[src/hw/rtl/wpd_pkg.sv]
`default_nettype none

package wpd_pkg;

  // Widths of the payload fields and registers
  localparam int unsigned SAMPLE_W   = 16;
  localparam int unsigned POS_W      = 32;
  localparam int unsigned INTERVAL_W = 16;
  localparam int unsigned CHCNT_W    = 2;
  localparam int unsigned LOOP_W     = 32;
  localparam int unsigned CFG_IDX_W  = 2;
  localparam int unsigned CFG_DATA_W = 32;

  // Channel limit
  localparam int unsigned MAX_CHANNELS_DEF = 2;

  // Register indexes on the configuration port
  localparam logic [CFG_IDX_W-1:0] REG_INTERVAL      = 2'd0;
  localparam logic [CFG_IDX_W-1:0] REG_CHANNEL_COUNT = 2'd1;
  localparam logic [CFG_IDX_W-1:0] REG_LOOP_LENGTH   = 2'd2;

  // Register reset values
  localparam logic [INTERVAL_W-1:0] INTERVAL_RST = 16'd256;
  localparam logic [CHCNT_W-1:0]    CHCNT_RST    = 2'd2;

  typedef logic signed [SAMPLE_W-1:0] sample_t;
  typedef logic [CHCNT_W-1:0]         chcnt_t;

endpackage

`default_nettype wire

[src/hw/rtl/waveform_peak_decimator.sv]
// Min/max peak decimator for waveform display.
// Input channel (in_valid/in_ready): one audio frame per beat, a signed
// 16-bit sample for each of up to two channels.
// Result channel (out_valid/out_ready): one peak per active channel on an
// emitting frame, channel zero first, with the frame position and a flag on
// the last peak of the frame. Frames that do not emit give no beat.
// Configuration: cfg_we writes cfg_wdata into register cfg_addr at once
// (0 interval, 1 channel count, 2 loop length).
// A frame enters the input register, its first peak then the result register.
// Throughput: one frame per cycle when it emits nothing or a single peak and
// no stall or reduction holds it; a two-channel emitting frame holds the
// single result port until its second peak is taken. A write of a nonzero
// loop length starts a bit-serial reduction of the loop position modulo the
// new length; no frame is processed meanwhile, and at most one waits in the
// input register. Reset (rst_n low, synchronous) restores the register
// defaults, clears the extremes, the other counters and the pipeline, presets
// the frame counter to the reset interval and leaves no result pending. A
// stalled receiver holds the result register; the input register behind it
// then keeps one frame and in_ready stays low until the result port frees.

`default_nettype none

module waveform_peak_decimator
  import wpd_pkg::*;
#(
  parameter int unsigned MAX_CHANNELS = MAX_CHANNELS_DEF
) (
  input  wire                     clk,
  input  wire                     rst_n,
  // input channel
  input  wire                     in_valid,
  output logic                    in_ready,
  input  wire  signed [15:0]      in_sample_first,
  input  wire  signed [15:0]      in_sample_second,
  // result channel
  output logic                    out_valid,
  input  wire                     out_ready,
  output logic signed [15:0]      out_peak_value,
  output logic [31:0]             out_frame_position,
  output logic                    out_channel_index,
  output logic                    out_last_of_run,
  // configuration port
  input  wire                     cfg_we,
  input  wire  [CFG_IDX_W-1:0]    cfg_addr,
  input  wire  [CFG_DATA_W-1:0]   cfg_wdata
);

  localparam int unsigned LAST_CH = MAX_CHANNELS - 1;

  // Configuration registers
  logic [INTERVAL_W-1:0] interval_r;
  chcnt_t                chcnt_r;
  logic [LOOP_W-1:0]     loop_len_r;

  // Block state
  sample_t               max_r [MAX_CHANNELS];
  sample_t               min_r [MAX_CHANNELS];
  logic [INTERVAL_W-1:0] frame_cnt_r;
  logic                  parity_r;
  logic [POS_W-1:0]      frame_idx_r;
  logic [LOOP_W-1:0]     residue_r;

  // Input register
  logic                  s1_valid_r;
  sample_t               s1_first_r;
  sample_t               s1_second_r;

  // Result register and the second peak of a two-channel frame
  logic                  out_valid_r;
  sample_t               out_peak_r;
  logic [POS_W-1:0]      out_pos_r;
  logic                  out_ch_r;
  logic                  out_last_r;
  logic                  sec_pend_r;
  sample_t               sec_peak_r;

  // Bit-serial modulo unit
  logic                  red_busy_r;
  logic [4:0]            red_cnt_r;
  logic [LOOP_W:0]       red_rem_r;
  logic [LOOP_W-1:0]     red_dvd_r;

  logic                  adv;
  logic                  free_nxt;
  logic                  out_take;
  chcnt_t                n_act;
  logic                  loop_hit;
  logic                  emit;
  logic [LOOP_W-1:0]     residue_nxt;
  logic [LOOP_W:0]       res_sum;
  logic [LOOP_W:0]       red_shift;
  logic                  red_ge;
  sample_t               smp  [2];
  sample_t               peak [MAX_CHANNELS];
  sample_t               max_nxt [MAX_CHANNELS];
  sample_t               min_nxt [MAX_CHANNELS];

  // Handshake: the input register moves on when the result side has room and no reduction runs
  assign out_take = out_valid_r && out_ready;
  assign free_nxt = !out_valid_r || (out_ready && !sec_pend_r);
  assign adv      = s1_valid_r && free_nxt && !red_busy_r;
  assign in_ready = !s1_valid_r || adv;

  // Channels in use, clamped to the supported range
  always_comb begin
    if (chcnt_r == '0) begin
      n_act = chcnt_t'(1);
    end else if (chcnt_r > chcnt_t'(MAX_CHANNELS)) begin
      n_act = chcnt_t'(MAX_CHANNELS);
    end else begin
      n_act = chcnt_r;
    end
  end

  // Loop position: the residue is always below the loop length here
  assign loop_hit = (loop_len_r != '0) && (residue_r == '0);
  assign res_sum  = {1'b0, residue_r} + {{(LOOP_W + 1 - CHCNT_W){1'b0}}, n_act};

  always_comb begin
    if (loop_len_r == '0) begin
      residue_nxt = '0;
    end else if (loop_len_r == LOOP_W'(1)) begin
      residue_nxt = '0;
    end else if (res_sum >= {1'b0, loop_len_r}) begin
      residue_nxt = LOOP_W'(res_sum - {1'b0, loop_len_r});
    end else begin
      residue_nxt = res_sum[LOOP_W-1:0];
    end
  end

  assign emit = (frame_cnt_r >= interval_r) || loop_hit;

  assign smp[0] = s1_first_r;
  assign smp[1] = s1_second_r;

  // Per-channel extreme tracking and peak choice
  for (genvar i = 0; i < MAX_CHANNELS; i++) begin : g_ch
    sample_t mx_upd;
    sample_t mn_upd;
    logic    active;

    assign active = chcnt_t'(i) < n_act;

    always_comb begin
      mx_upd = max_r[i];
      mn_upd = min_r[i];
      if (smp[i] > max_r[i]) begin
        mx_upd = smp[i];
      end else if (smp[i] < min_r[i]) begin
        mn_upd = smp[i];
      end
    end

    // A zero extreme gives way to the other one
    always_comb begin
      if (parity_r) begin
        peak[i] = (mn_upd == '0) ? mx_upd : mn_upd;
      end else begin
        peak[i] = (mx_upd == '0) ? mn_upd : mx_upd;
      end
    end

    always_comb begin
      max_nxt[i] = max_r[i];
      min_nxt[i] = min_r[i];
      if (adv && active) begin
        if (emit) begin
          max_nxt[i] = '0;
          min_nxt[i] = '0;
        end else begin
          max_nxt[i] = mx_upd;
          min_nxt[i] = mn_upd;
        end
      end
    end

    always_ff @(posedge clk) begin
      if (!rst_n) begin
        max_r[i] <= '0;
        min_r[i] <= '0;
      end else begin
        max_r[i] <= max_nxt[i];
        min_r[i] <= min_nxt[i];
      end
    end
  end

  // Input register
  always_ff @(posedge clk) begin
    if (!rst_n) begin
      s1_valid_r <= 1'b0;
    end else if (in_ready) begin
      s1_valid_r <= in_valid;
    end
  end

  always_ff @(posedge clk) begin
    if (in_ready && in_valid) begin
      s1_first_r  <= in_sample_first;
      s1_second_r <= in_sample_second;
    end
  end

  // Configuration registers and frame counters
  always_ff @(posedge clk) begin
    if (!rst_n) begin
      interval_r  <= INTERVAL_RST;
      chcnt_r     <= CHCNT_RST;
      loop_len_r  <= '0;
      frame_cnt_r <= INTERVAL_RST;
      parity_r    <= 1'b0;
      frame_idx_r <= '0;
    end else begin
      if (adv) begin
        frame_idx_r <= frame_idx_r + POS_W'(1);
        if (emit) begin
          frame_cnt_r <= '0;
          parity_r    <= ~parity_r;
        end else if (frame_cnt_r != '1) begin
          frame_cnt_r <= frame_cnt_r + INTERVAL_W'(1);
        end
      end
      if (cfg_we) begin
        unique case (cfg_addr)
          REG_INTERVAL: begin
            interval_r  <= cfg_wdata[INTERVAL_W-1:0];
            frame_cnt_r <= cfg_wdata[INTERVAL_W-1:0];
          end
          REG_CHANNEL_COUNT: begin
            chcnt_r <= cfg_wdata[CHCNT_W-1:0];
          end
          REG_LOOP_LENGTH: begin
            loop_len_r <= cfg_wdata[LOOP_W-1:0];
          end
          default: begin
          end
        endcase
      end
    end
  end

  // Modulo unit: one restoring step a cycle, restarted by each nonzero length write
  assign red_shift = {red_rem_r[LOOP_W-1:0], red_dvd_r[LOOP_W-1]};
  assign red_ge    = red_shift >= {1'b0, loop_len_r};

  always_ff @(posedge clk) begin
    if (!rst_n) begin
      red_busy_r <= 1'b0;
      red_cnt_r  <= '0;
      residue_r  <= '0;
    end else if (cfg_we && (cfg_addr == REG_LOOP_LENGTH)) begin
      red_busy_r <= (cfg_wdata[LOOP_W-1:0] != '0);
      red_cnt_r  <= '0;
    end else if (red_busy_r) begin
      red_cnt_r <= red_cnt_r + 5'd1;
      if (red_cnt_r == '1) begin
        red_busy_r <= 1'b0;
        residue_r  <= red_ge ? LOOP_W'(red_shift - {1'b0, loop_len_r})
                             : red_shift[LOOP_W-1:0];
      end
    end else if (adv) begin
      residue_r <= residue_nxt;
    end
  end

  always_ff @(posedge clk) begin
    if (cfg_we && (cfg_addr == REG_LOOP_LENGTH)) begin
      red_rem_r <= '0;
      red_dvd_r <= residue_r;
    end else if (red_busy_r) begin
      red_rem_r <= red_ge ? (red_shift - {1'b0, loop_len_r}) : red_shift;
      red_dvd_r <= {red_dvd_r[LOOP_W-2:0], 1'b0};
    end
  end

  // Result register: channel zero first, then the held second peak
  always_ff @(posedge clk) begin
    if (!rst_n) begin
      out_valid_r <= 1'b0;
      sec_pend_r  <= 1'b0;
    end else if (adv && emit) begin
      out_valid_r <= 1'b1;
      sec_pend_r  <= (n_act == chcnt_t'(2));
    end else if (out_take) begin
      out_valid_r <= sec_pend_r;
      sec_pend_r  <= 1'b0;
    end
  end

  always_ff @(posedge clk) begin
    if (adv && emit) begin
      out_peak_r <= peak[0];
      out_pos_r  <= frame_idx_r;
      out_ch_r   <= 1'b0;
      out_last_r <= (n_act == chcnt_t'(1));
      sec_peak_r <= peak[LAST_CH];
    end else if (out_take && sec_pend_r) begin
      out_peak_r <= sec_peak_r;
      out_ch_r   <= 1'b1;
      out_last_r <= 1'b1;
    end
  end

  assign out_valid          = out_valid_r;
  assign out_peak_value     = out_peak_r;
  assign out_frame_position = out_pos_r;
  assign out_channel_index  = out_ch_r;
  assign out_last_of_run    = out_last_r;

  // A held second peak always sits behind a shown first one
  a_sec_behind_out: assert property (@(posedge clk) disable iff (!rst_n)
    sec_pend_r |-> out_valid_r)
    else $error("second peak pending without a result shown");

  // No frame is processed while the loop position is being reduced
  a_no_adv_busy: assert property (@(posedge clk) disable iff (!rst_n)
    red_busy_r |-> !adv)
    else $error("frame processed during modulo reduction");

  // The loop position is reduced before any frame uses it
  a_residue_range: assert property (@(posedge clk) disable iff (!rst_n)
    (adv && (loop_len_r != '0)) |-> (residue_r < loop_len_r))
    else $error("loop position not below loop length");

  // An emission restarts the frame counter
  a_cnt_cleared: assert property (@(posedge clk) disable iff (!rst_n)
    (adv && emit && !cfg_we) |=> (frame_cnt_r == '0))
    else $error("frame counter not cleared after emission");

  // A shown result only changes once it has been taken
  a_out_hold: assert property (@(posedge clk) disable iff (!rst_n)
    (out_valid_r && !out_ready) |=> (out_valid_r && $stable(out_peak_r)
                                     && $stable(out_ch_r)))
    else $error("result changed while stalled");

endmodule

`default_nettype wire

[config.mk]
export PLATFORM = sky130hd
export DESIGN_NAME = waveform_peak_decimator
export DESIGN_NICKNAME = d
export VERILOG_FILES = /design/src/hw/rtl/wpd_pkg.sv /design/src/hw/rtl/waveform_peak_decimator.sv
export SDC_FILE = /design/constraint.sdc
export NUM_CORES = 1
export LEC_CHECK = 0
export ABC_AREA = 1
export ABC_CLOCK_PERIOD_IN_PS = 5250
export BUFFER_PORTS_ARGS = -buffer_cell sky130_fd_sc_hd__buf_2
export CORE_MARGIN = 8
export CORE_UTILIZATION = 45
export CTS_BUF_LIST = sky130_fd_sc_hd__clkbuf_4 sky130_fd_sc_hd__clkbuf_8
export DETAILED_ROUTE_END_ITERATION = 16
export REMOVE_ABC_BUFFERS = 1
export SLEW_MARGIN = 5
export SYNTH_ARGS = -nofsm -noshare
export SYNTH_HDL_FRONTEND = slang
export SYNTH_SLANG_ARGS = --single-unit
[constraint.sdc]
create_clock -name clk -period 5.25 [get_ports clk]
set_input_delay 1.05 -clock clk [delete_from_list [all_inputs] [get_ports clk]]
set_output_delay 1.05 -clock clk [all_outputs]
set_load 0.005 [all_outputs]
==> metrics, run 1 <==
result of the run completed; clock tree from TritonCTS done; launching element of the worst setup path chcnt_r[1]$_SDFFE_PN1P_; total count of max-transition violations in the final report 0; transition time at the pin with the least slew margin 1133 ps; Setup violations, final 0; Synth Flop Type sky130_fd_sc_hd__dfxtp_1; drt drc 0; height of the chip 242.9 microns; sequential-to-total area share from yosys stat 0.3711; post-CTS setup repair buffer count 0; number of antenna-violating nets in the routed design 0; HP Class reg2reg; core area 51090 sq um; Total Power Consumption 12.04 mW; Die W 242.9 microns; slowest library cell on the worst path sky130_fd_sc_hd__ha_1; leading cell type by number of instances after synthesis sky130_fd_sc_hd__nand2_1; Initial Util 0.4535; nature of the critical path endpoint register; destination of the worst register-to-register timing path residue_r[12]$_SDFFE_PN0P_; origin of the worst min-delay path frame_idx_r[2]$_SDFFE_PN0P_; via/cell ratio 5.463; area of all placed cells without fillers 25810 sq um; reg2reg start chcnt_r[1]$_SDFFE_PN1P_; maximum number of pins on one net before global-route repair 80; count of max-cap constraint violations 0; area grow syn2layout 11.40%; # diodes 0; antenna violations before repair 0; Reg area 8598 sq um; share of total power consumed by net switching 0.4367; P_sw 5.256 mW; post-DR wirelength/cell 18.13 microns; clock-pin slew reported for the worst setup and hold paths after clock tree synthesis 60 ps; depth of the most critical reg-to-reg path 26; footprint of the multi-input gates 12440 sq um; global placer's final weighted congestion 0.9830; via count of the first global-routing pass 21550; final number of hold-violating endpoints 0; Data arrival, critical path 5220 ps; post-place instance area 24370 sq um; element type at the critical path start register; count of mapped cells out of synthesis 3242; grt total ovfl 0; Reg power frac 0.293; PnR worst setup slack 569.0 ps; largest buffer count on any clock path 3; 1st-pass router iterations 6; time the final worst path needs with I/O delays and setup 4681 ps; Top Ports 123; mean instance size in the synthesized netlist 7.148 sq um; synth unique cells 53; overall routed net length 74000 microns; placed instance count 3956; largest cells by area after synthesis sky130_fd_sc_hd__dfxtp_1 20%, sky130_fd_sc_hd__edfxtp_1 17%, sky130_fd_sc_hd__nand2_1 13%, sky130_fd_sc_hd__ha_1 8.0%, sky130_fd_sc_hd__a21oi_1 7.5%; final setup TNS 0 ps; cell chosen for the clock root sky130_fd_sc_hd__clkbuf_8; non-filler instance count after layout 4082; number of DRC markers after the initial detailed-route iteration 1628; Worst Hold Depth 0; worst rel slew slack 0.2440; FILL cells 5197; Final nets 3569; ratio of final minimum period to clock period 0.8916; deepest level of the CTS H-tree 3; Critical Path Fanout Max 32; CTS buffer count 69; number of flops mapped to enable cells by yosys 129; Highest Clock Rate 213.6 MHz; relative contribution of combinational cells to total power 0.464; number of storage elements in the synthesis netlist 365; wire length of the first global-routing pass 116800 microns; clock latency on the worst-skew pair 660 ps; overall track demand over capacity in global routing 0.2440; critical path class reg2reg; cell occurring most often along the worst timing path sky130_fd_sc_hd__nand3_1; hold_ws 433.5 ps; Layout Skew 37.31 ps; area share of the largest cell type after synthesis 0.2039; vias after detailed routing 22300; fraction of layout instances using a drive strength above 1 0.09965; endpoint with the worst hold slack out_frame_position[2]$_DFFE_PP_; number of buffers added on ports 122; longest individual stage delay on the worst path 410 ps; Int Pwr 6.780 mW; synthesis warning total 0; register-to-register setup slack 570 ps; leakage power of the design 11.23 nW; Clock Power Share 0.244; most common library cells after synthesis 808 x sky130_fd_sc_hd__nand2_1, 432 x sky130_fd_sc_hd__inv_1, 346 x sky130_fd_sc_hd__a21oi_1; share of async-settable or async-resettable flops after synthesis 0; netlist area before placement 23170 sq um; post-place setup slack 419.7 ps; most area-hungry cell type in the Yosys netlist sky130_fd_sc_hd__dfxtp_1; DIE AREA 59010 sq um; RSZ-0062 raised after global routing false; number of placement rows 83; worst path required time 5780 ps; Num Clock Sinks 365; highest ir drop seen on vdd 0.0002311 V; Detail Placement HPWL 56330 microns; PD cells 466.3 nW/um^2; Util after Layout 0.5052
-- what timing repair did --
item	in CTS	in global routing
setup endpoints to repair	0	32
hold buffers	0	0
gates resized for setup	0	1
-- power by group through the flow --
stage	Sequential, mW	Clock (mW)	Combinational, mW
finish	3.52	2.93	5.58
global route	3.56	3.14	6.24
CTS	3.52	3.00	5.53
detailed placement	3.58	0	5.50
global placement	3.57	0	5.48
floorplan	3.53	0	3.88
-- cell type report --
class,count,share of cell area
multi-input combinational,2319,0.4821
sequential,365,0.3331
inverter,442,0.06441
clock buffer,105,0.04944
tap,680,0.03296
timing repair buffer,150,0.03180
clock inverter,21,0.006252
-- how the worst max path moves through the flow --
| stage | endpoint | slack (ps) | cells after the start |
|---|---|---|---|
| final | residue_r[12]$_SDFFE_PN0P_ | 570 | 26 |
| after global placement | residue_r[30]$_SDFFE_PN0P_ | 560 | 26 |
| after CTS | residue_r[24]$_SDFFE_PN0P_ | 390 | 26 |
| after floorplan | out_last_of_run$_SDFFCE_PN1P_ | -1690 | 5 |
| after detailed placement | residue_r[31]$_SDFFE_PN0P_ | 420 | 26 |
| after global routing | residue_r[11]$_SDFFE_PN0P_ | 20 | 29 |
-- cell usage in the layout (no fill, tap or decap), drive strengths merged, types with 3 or more instances in the layout --
master and n:
a211oi 7, a21boi 3, a21o 15, a21oi 347
a221oi 6, a31oi 9, and3 5, buf 150
clkbuf 105, clkinv 19, dfxtp 236, edfxtp 129
fa 3, ha 148, inv 440, nand2 821
nand3 269, nand3b 9, nand4 59, nor2 186
nor3 61, nor4 37, o211ai 18, o21a 7
o21ai 202, o21bai 6, o22ai 10, or2 6
xnor2 33, xor2 44
-- cells by family (layout without fill, tap and decap cells) --
kind of cell,count (synthesis),after routing,share of synthesized area
and+or+nand+nor,1456,1456,0.2762
adders and majority gates,151,151,0.08251
xor gates and xnor gates,77,77,0.02910
buffers and inverters,558,718,0.09385
AOI/OAI and AO/OA,635,635,0.1473
DFF,365,365,0.3711
-- per-layer routing --
layer / wire [microns] / track usage / share of wire / up-vias
li1: - / - / - / 11040
met1: 33370 / 0.3190 / 0.45 / 10440
met2: 33560 / 0.3967 / 0.45 / 683
met3: 4435 / 0.04195 / 0.060 / 136
met4: 2634 / 0.09891 / 0.036 / 0
met5: 0 / 0 / 0 / -
-- registers in the layout (all words and copies together) (netlist names), 5 cells and up --
signal	cells
interval_r	16
min_r	32
out_frame_position	32
s1_first_r	16
frame_idx_r	32
s1_second_r	16
loop_len_r	32
residue_r	32
red_rem_r	32
frame_cnt_r	16
max_r	32
red_dvd_r	32
red_cnt_r	5
out_peak_value	16
sec_peak_r	16
-- worst max-delay path, delay by kind of cell, from the launching register on --
kind / cells / cell delay [ps]
AND/OR/NAND/NOR: 15 / 2100
adder cells (fa/ha/maj): 3 / 800
buffers and inverters: 5 / 710
flip-flops: 1 / 350
AO/OA/AOI/OAI: 2 / 320
XOR/XNOR: 1 / 240
Note: power is estimated with default switching activity, not from simulation.
==> run 2, diff against run 1 <==
- CELL_PAD_IN_SITES_DETAIL_PLACEMENT: not set -> 1
- CELL_PAD_IN_SITES_GLOBAL_PLACEMENT: not set -> 2
- CORE_UTILIZATION: 45 -> 37
- PLACE_DENSITY_LB_ADDON: not set -> 0.1
==> run 2 against run 1 <==
  * Core utilization is 8.5 points lower
  * Non-clock buffer count is 5 lower
  * Largest power group unchanged
  * Largest cell class unchanged
  * Critical path depth stayed put
  * Power is 1.0% higher
  * Critical path type unchanged
  * Via count hardly changed
==> metrics, run 2 (synthesis results as in run 1) <==
Detail Placement HPWL 61170 microns (was 56330 microns); clock-pin slew reported for the worst setup and hold paths after clock tree synthesis 60 ps (about the same); largest buffer count on any clock path 3 (unchanged); Final nets 3565 (was 3569); post-DR wirelength/cell 18.98 microns (was 18.13 microns); RSZ-0062 raised after global routing false (unchanged); drt drc 0 (unchanged); via/cell ratio 5.267 (was 5.463); area of all placed cells without fillers 26010 sq um (was 25810 sq um); Reg power frac 0.290 (was 0.293); maximum number of pins on one net before global-route repair 84 (was 80); cell chosen for the clock root sky130_fd_sc_hd__clkbuf_8 (unchanged); Initial Util 0.3748 (was 0.4535); PnR worst setup slack 564.3 ps (was 569.0 ps); Highest Clock Rate 213.4 MHz (was 213.6 MHz); antenna violations before repair 1 (was 0); height of the chip 266.3 microns (was 242.9 microns); routed wl met3 3170 microns (was 4435 microns); commonest non-fill, non-tap cells in the layout 807 x sky130_fd_sc_hd__nand2_1, 431 x sky130_fd_sc_hd__inv_1, 344 x sky130_fd_sc_hd__a21oi_1, 263 x sky130_fd_sc_hd__nand3_1, 236 x sky130_fd_sc_hd__dfxtp_1 (unchanged); clock latency on the worst-skew pair 660 ps (about the same); clock tree from TritonCTS done (unchanged); Top Ports 123 (unchanged); core area 61830 sq um (was 51090 sq um); total count of max-transition violations in the final report 0 (unchanged); overall track demand over capacity in global routing 0.2231 (was 0.2440); Layout Skew 35.18 ps (was 37.31 ps); critical path class reg2reg (unchanged); cts-stage hold buffer count 0 (unchanged); Int Pwr 6.763 mW (was 6.780 mW); Data arrival, critical path 5250 ps (was 5220 ps); worst rel slew slack 0.1600 (was 0.2440); count of max-cap constraint violations 0 (unchanged); Total Power Consumption 12.16 mW (was 12.04 mW); post-CTS setup repair buffer count 0 (unchanged); share of total power consumed by net switching 0.4439 (was 0.4367); number of DRC markers after the initial detailed-route iteration 1193 (was 1628); result of the run completed (unchanged); overall routed net length 80400 microns (was 74000 microns); detailed-routed wire length on met2 34490 microns (was 33560 microns); non-filler instance count after layout 4235 (was 4082); global placer's final weighted congestion 0.9119 (was 0.9830); leakage power of the design 11.20 nW (was 11.23 nW); placed instance count 4108 (was 3956); most common cell after layout, fill and taps aside sky130_fd_sc_hd__nand2_1 (unchanged); number of placement rows 91 (was 83); time the final worst path needs with I/O delays and setup 4686 ps (was 4681 ps); number of antenna-violating nets in the routed design 0 (unchanged); deepest level of the CTS H-tree 3 (unchanged); highest ir drop seen on vdd 0.0002877 V (was 0.0002311 V); element type at the critical path start register (unchanged); uppermost layer routed met4 (unchanged); Die W 266.3 microns (was 242.9 microns); PD cells 467.6 nW/um^2 (was 466.3 nW/um^2); ratio of final minimum period to clock period 0.8925 (was 0.8916); Num Clock Sinks 365 (unchanged); P_sw 5.398 mW (was 5.256 mW); met1 layer wirelength in the final routing 41190 microns (was 33370 microns); via count of the first global-routing pass 22700 (was 21550); Critical Path Fanout Max 32 (unchanged); vias after detailed routing 22310 (was 22300); final setup TNS 0 ps (unchanged); post-place instance area 24540 sq um (was 24370 sq um); nature of the critical path endpoint register (unchanged); area grow syn2layout 12.25% (was 11.40%); relative contribution of combinational cells to total power 0.463 (was 0.464); Setup violations, final 0 (unchanged); number of buffers added on ports 122 (unchanged); grt total ovfl 0 (unchanged); CTS buffer count 70 (was 69); fraction of layout instances using a drive strength above 1 0.09747 (was 0.09965); transition time at the pin with the least slew margin 1257 ps (was 1133 ps); final number of hold-violating endpoints 0 (unchanged); Util after Layout 0.4207 (was 0.5052); worst path required time 5810 ps (was 5780 ps); 1st-pass router iterations 6 (unchanged); Clock Power Share 0.247 (was 0.244); DIE AREA 70890 sq um (was 59010 sq um); HP Class reg2reg (unchanged); hold_ws 440.5 ps (was 433.5 ps); wire length of the first global-routing pass 127700 microns (was 116800 microns); post-place setup slack 304.0 ps (was 419.7 ps)
==> run 2: cell types whose count changed in the layout (fill, tap and decap cells not counted), sizes merged <==
cell / change
inv: +1
diode: +2
clkinv: +3
clkinvlp: +2
buf: -5
clkbuf: -8
bufinv: +1
==> run 2: timing repair <==
item | 4_1_cts | 5_1_grt
endpoints found under the setup margin | 0 | 32
resized for setup | 0 | 4
endpoints found under the hold margin | 0 | 0
==> run 2: layout make-up <==
cell class              count  area [sq um]
diodes                      2         5.005
inverters                 442          1663
well taps                 837          1047
fillers                  7928         35820
repair buffers            145         799.5
clock inverters            28         231.5
multi-input cells        2319         12460
clock buffers              97          1210
flip-flops and latches    365          8598
==> run 2: per-layer routing <==
layer,GRT usage,vias to the layer above
met5,0,-
met2,0.3429,397
met3,0.03312,101
met4,0.05248,0
met1,0.3256,10780
li1,-,11030
==> run 2: final timing paths <==
path | start | endpoint | slack (ps) | depth (start not counted)
worst max register to register | chcnt_r[1]$_SDFFE_PN1P_ | residue_r[25]$_SDFFE_PN0P_ | 560 | 26
worst max-delay path | chcnt_r[1]$_SDFFE_PN1P_ | residue_r[25]$_SDFFE_PN0P_ | 560 | 26
worst min-delay path | frame_idx_r[16]$_SDFFE_PN0P_ | out_frame_position[16]$_DFFE_PP_ | 440 | 0
worst min register to register | frame_idx_r[16]$_SDFFE_PN0P_ | out_frame_position[16]$_DFFE_PP_ | 440 | 0
==> run 2: worst max-delay path, cell delays in order (launching register included) <==
cell,delay [ps]
sky130_fd_sc_hd__dfxtp_1,370
sky130_fd_sc_hd__inv_1,100
sky130_fd_sc_hd__ha_1,190
sky130_fd_sc_hd__fa_1,210
sky130_fd_sc_hd__nand2_1,60
sky130_fd_sc_hd__inv_1,120
sky130_fd_sc_hd__nand3_1,190
sky130_fd_sc_hd__nor3_1,190
sky130_fd_sc_hd__nand4_1,160
sky130_fd_sc_hd__nor2_1,260
sky130_fd_sc_hd__and3_1,240
sky130_fd_sc_hd__xor2_1,290
sky130_fd_sc_hd__inv_1,90
sky130_fd_sc_hd__ha_1,400
sky130_fd_sc_hd__nand3_1,210
sky130_fd_sc_hd__nor3_1,90
sky130_fd_sc_hd__nand4_1,110
sky130_fd_sc_hd__nand2_1,60
sky130_fd_sc_hd__a21oi_1,140
sky130_fd_sc_hd__nand2_1,100
sky130_fd_sc_hd__a31oi_4,250
sky130_fd_sc_hd__buf_6,310
sky130_fd_sc_hd__nand3_1,120
sky130_fd_sc_hd__nand3_1,110
sky130_fd_sc_hd__nand3_1,80
sky130_fd_sc_hd__nand2_1,90
sky130_fd_sc_hd__inv_1,40
==> run 2: power by group through the flow <==
stage                     clock, mW  combinational [mW]  sequential (mW)
after global placement            0                5.45             3.57
after global routing           3.20                6.32             3.56
after detailed placement          0                5.55             3.58
after CTS                      3.09                5.58             3.52
final                          3.00                5.63             3.53
after floorplan                   0                3.88             3.53
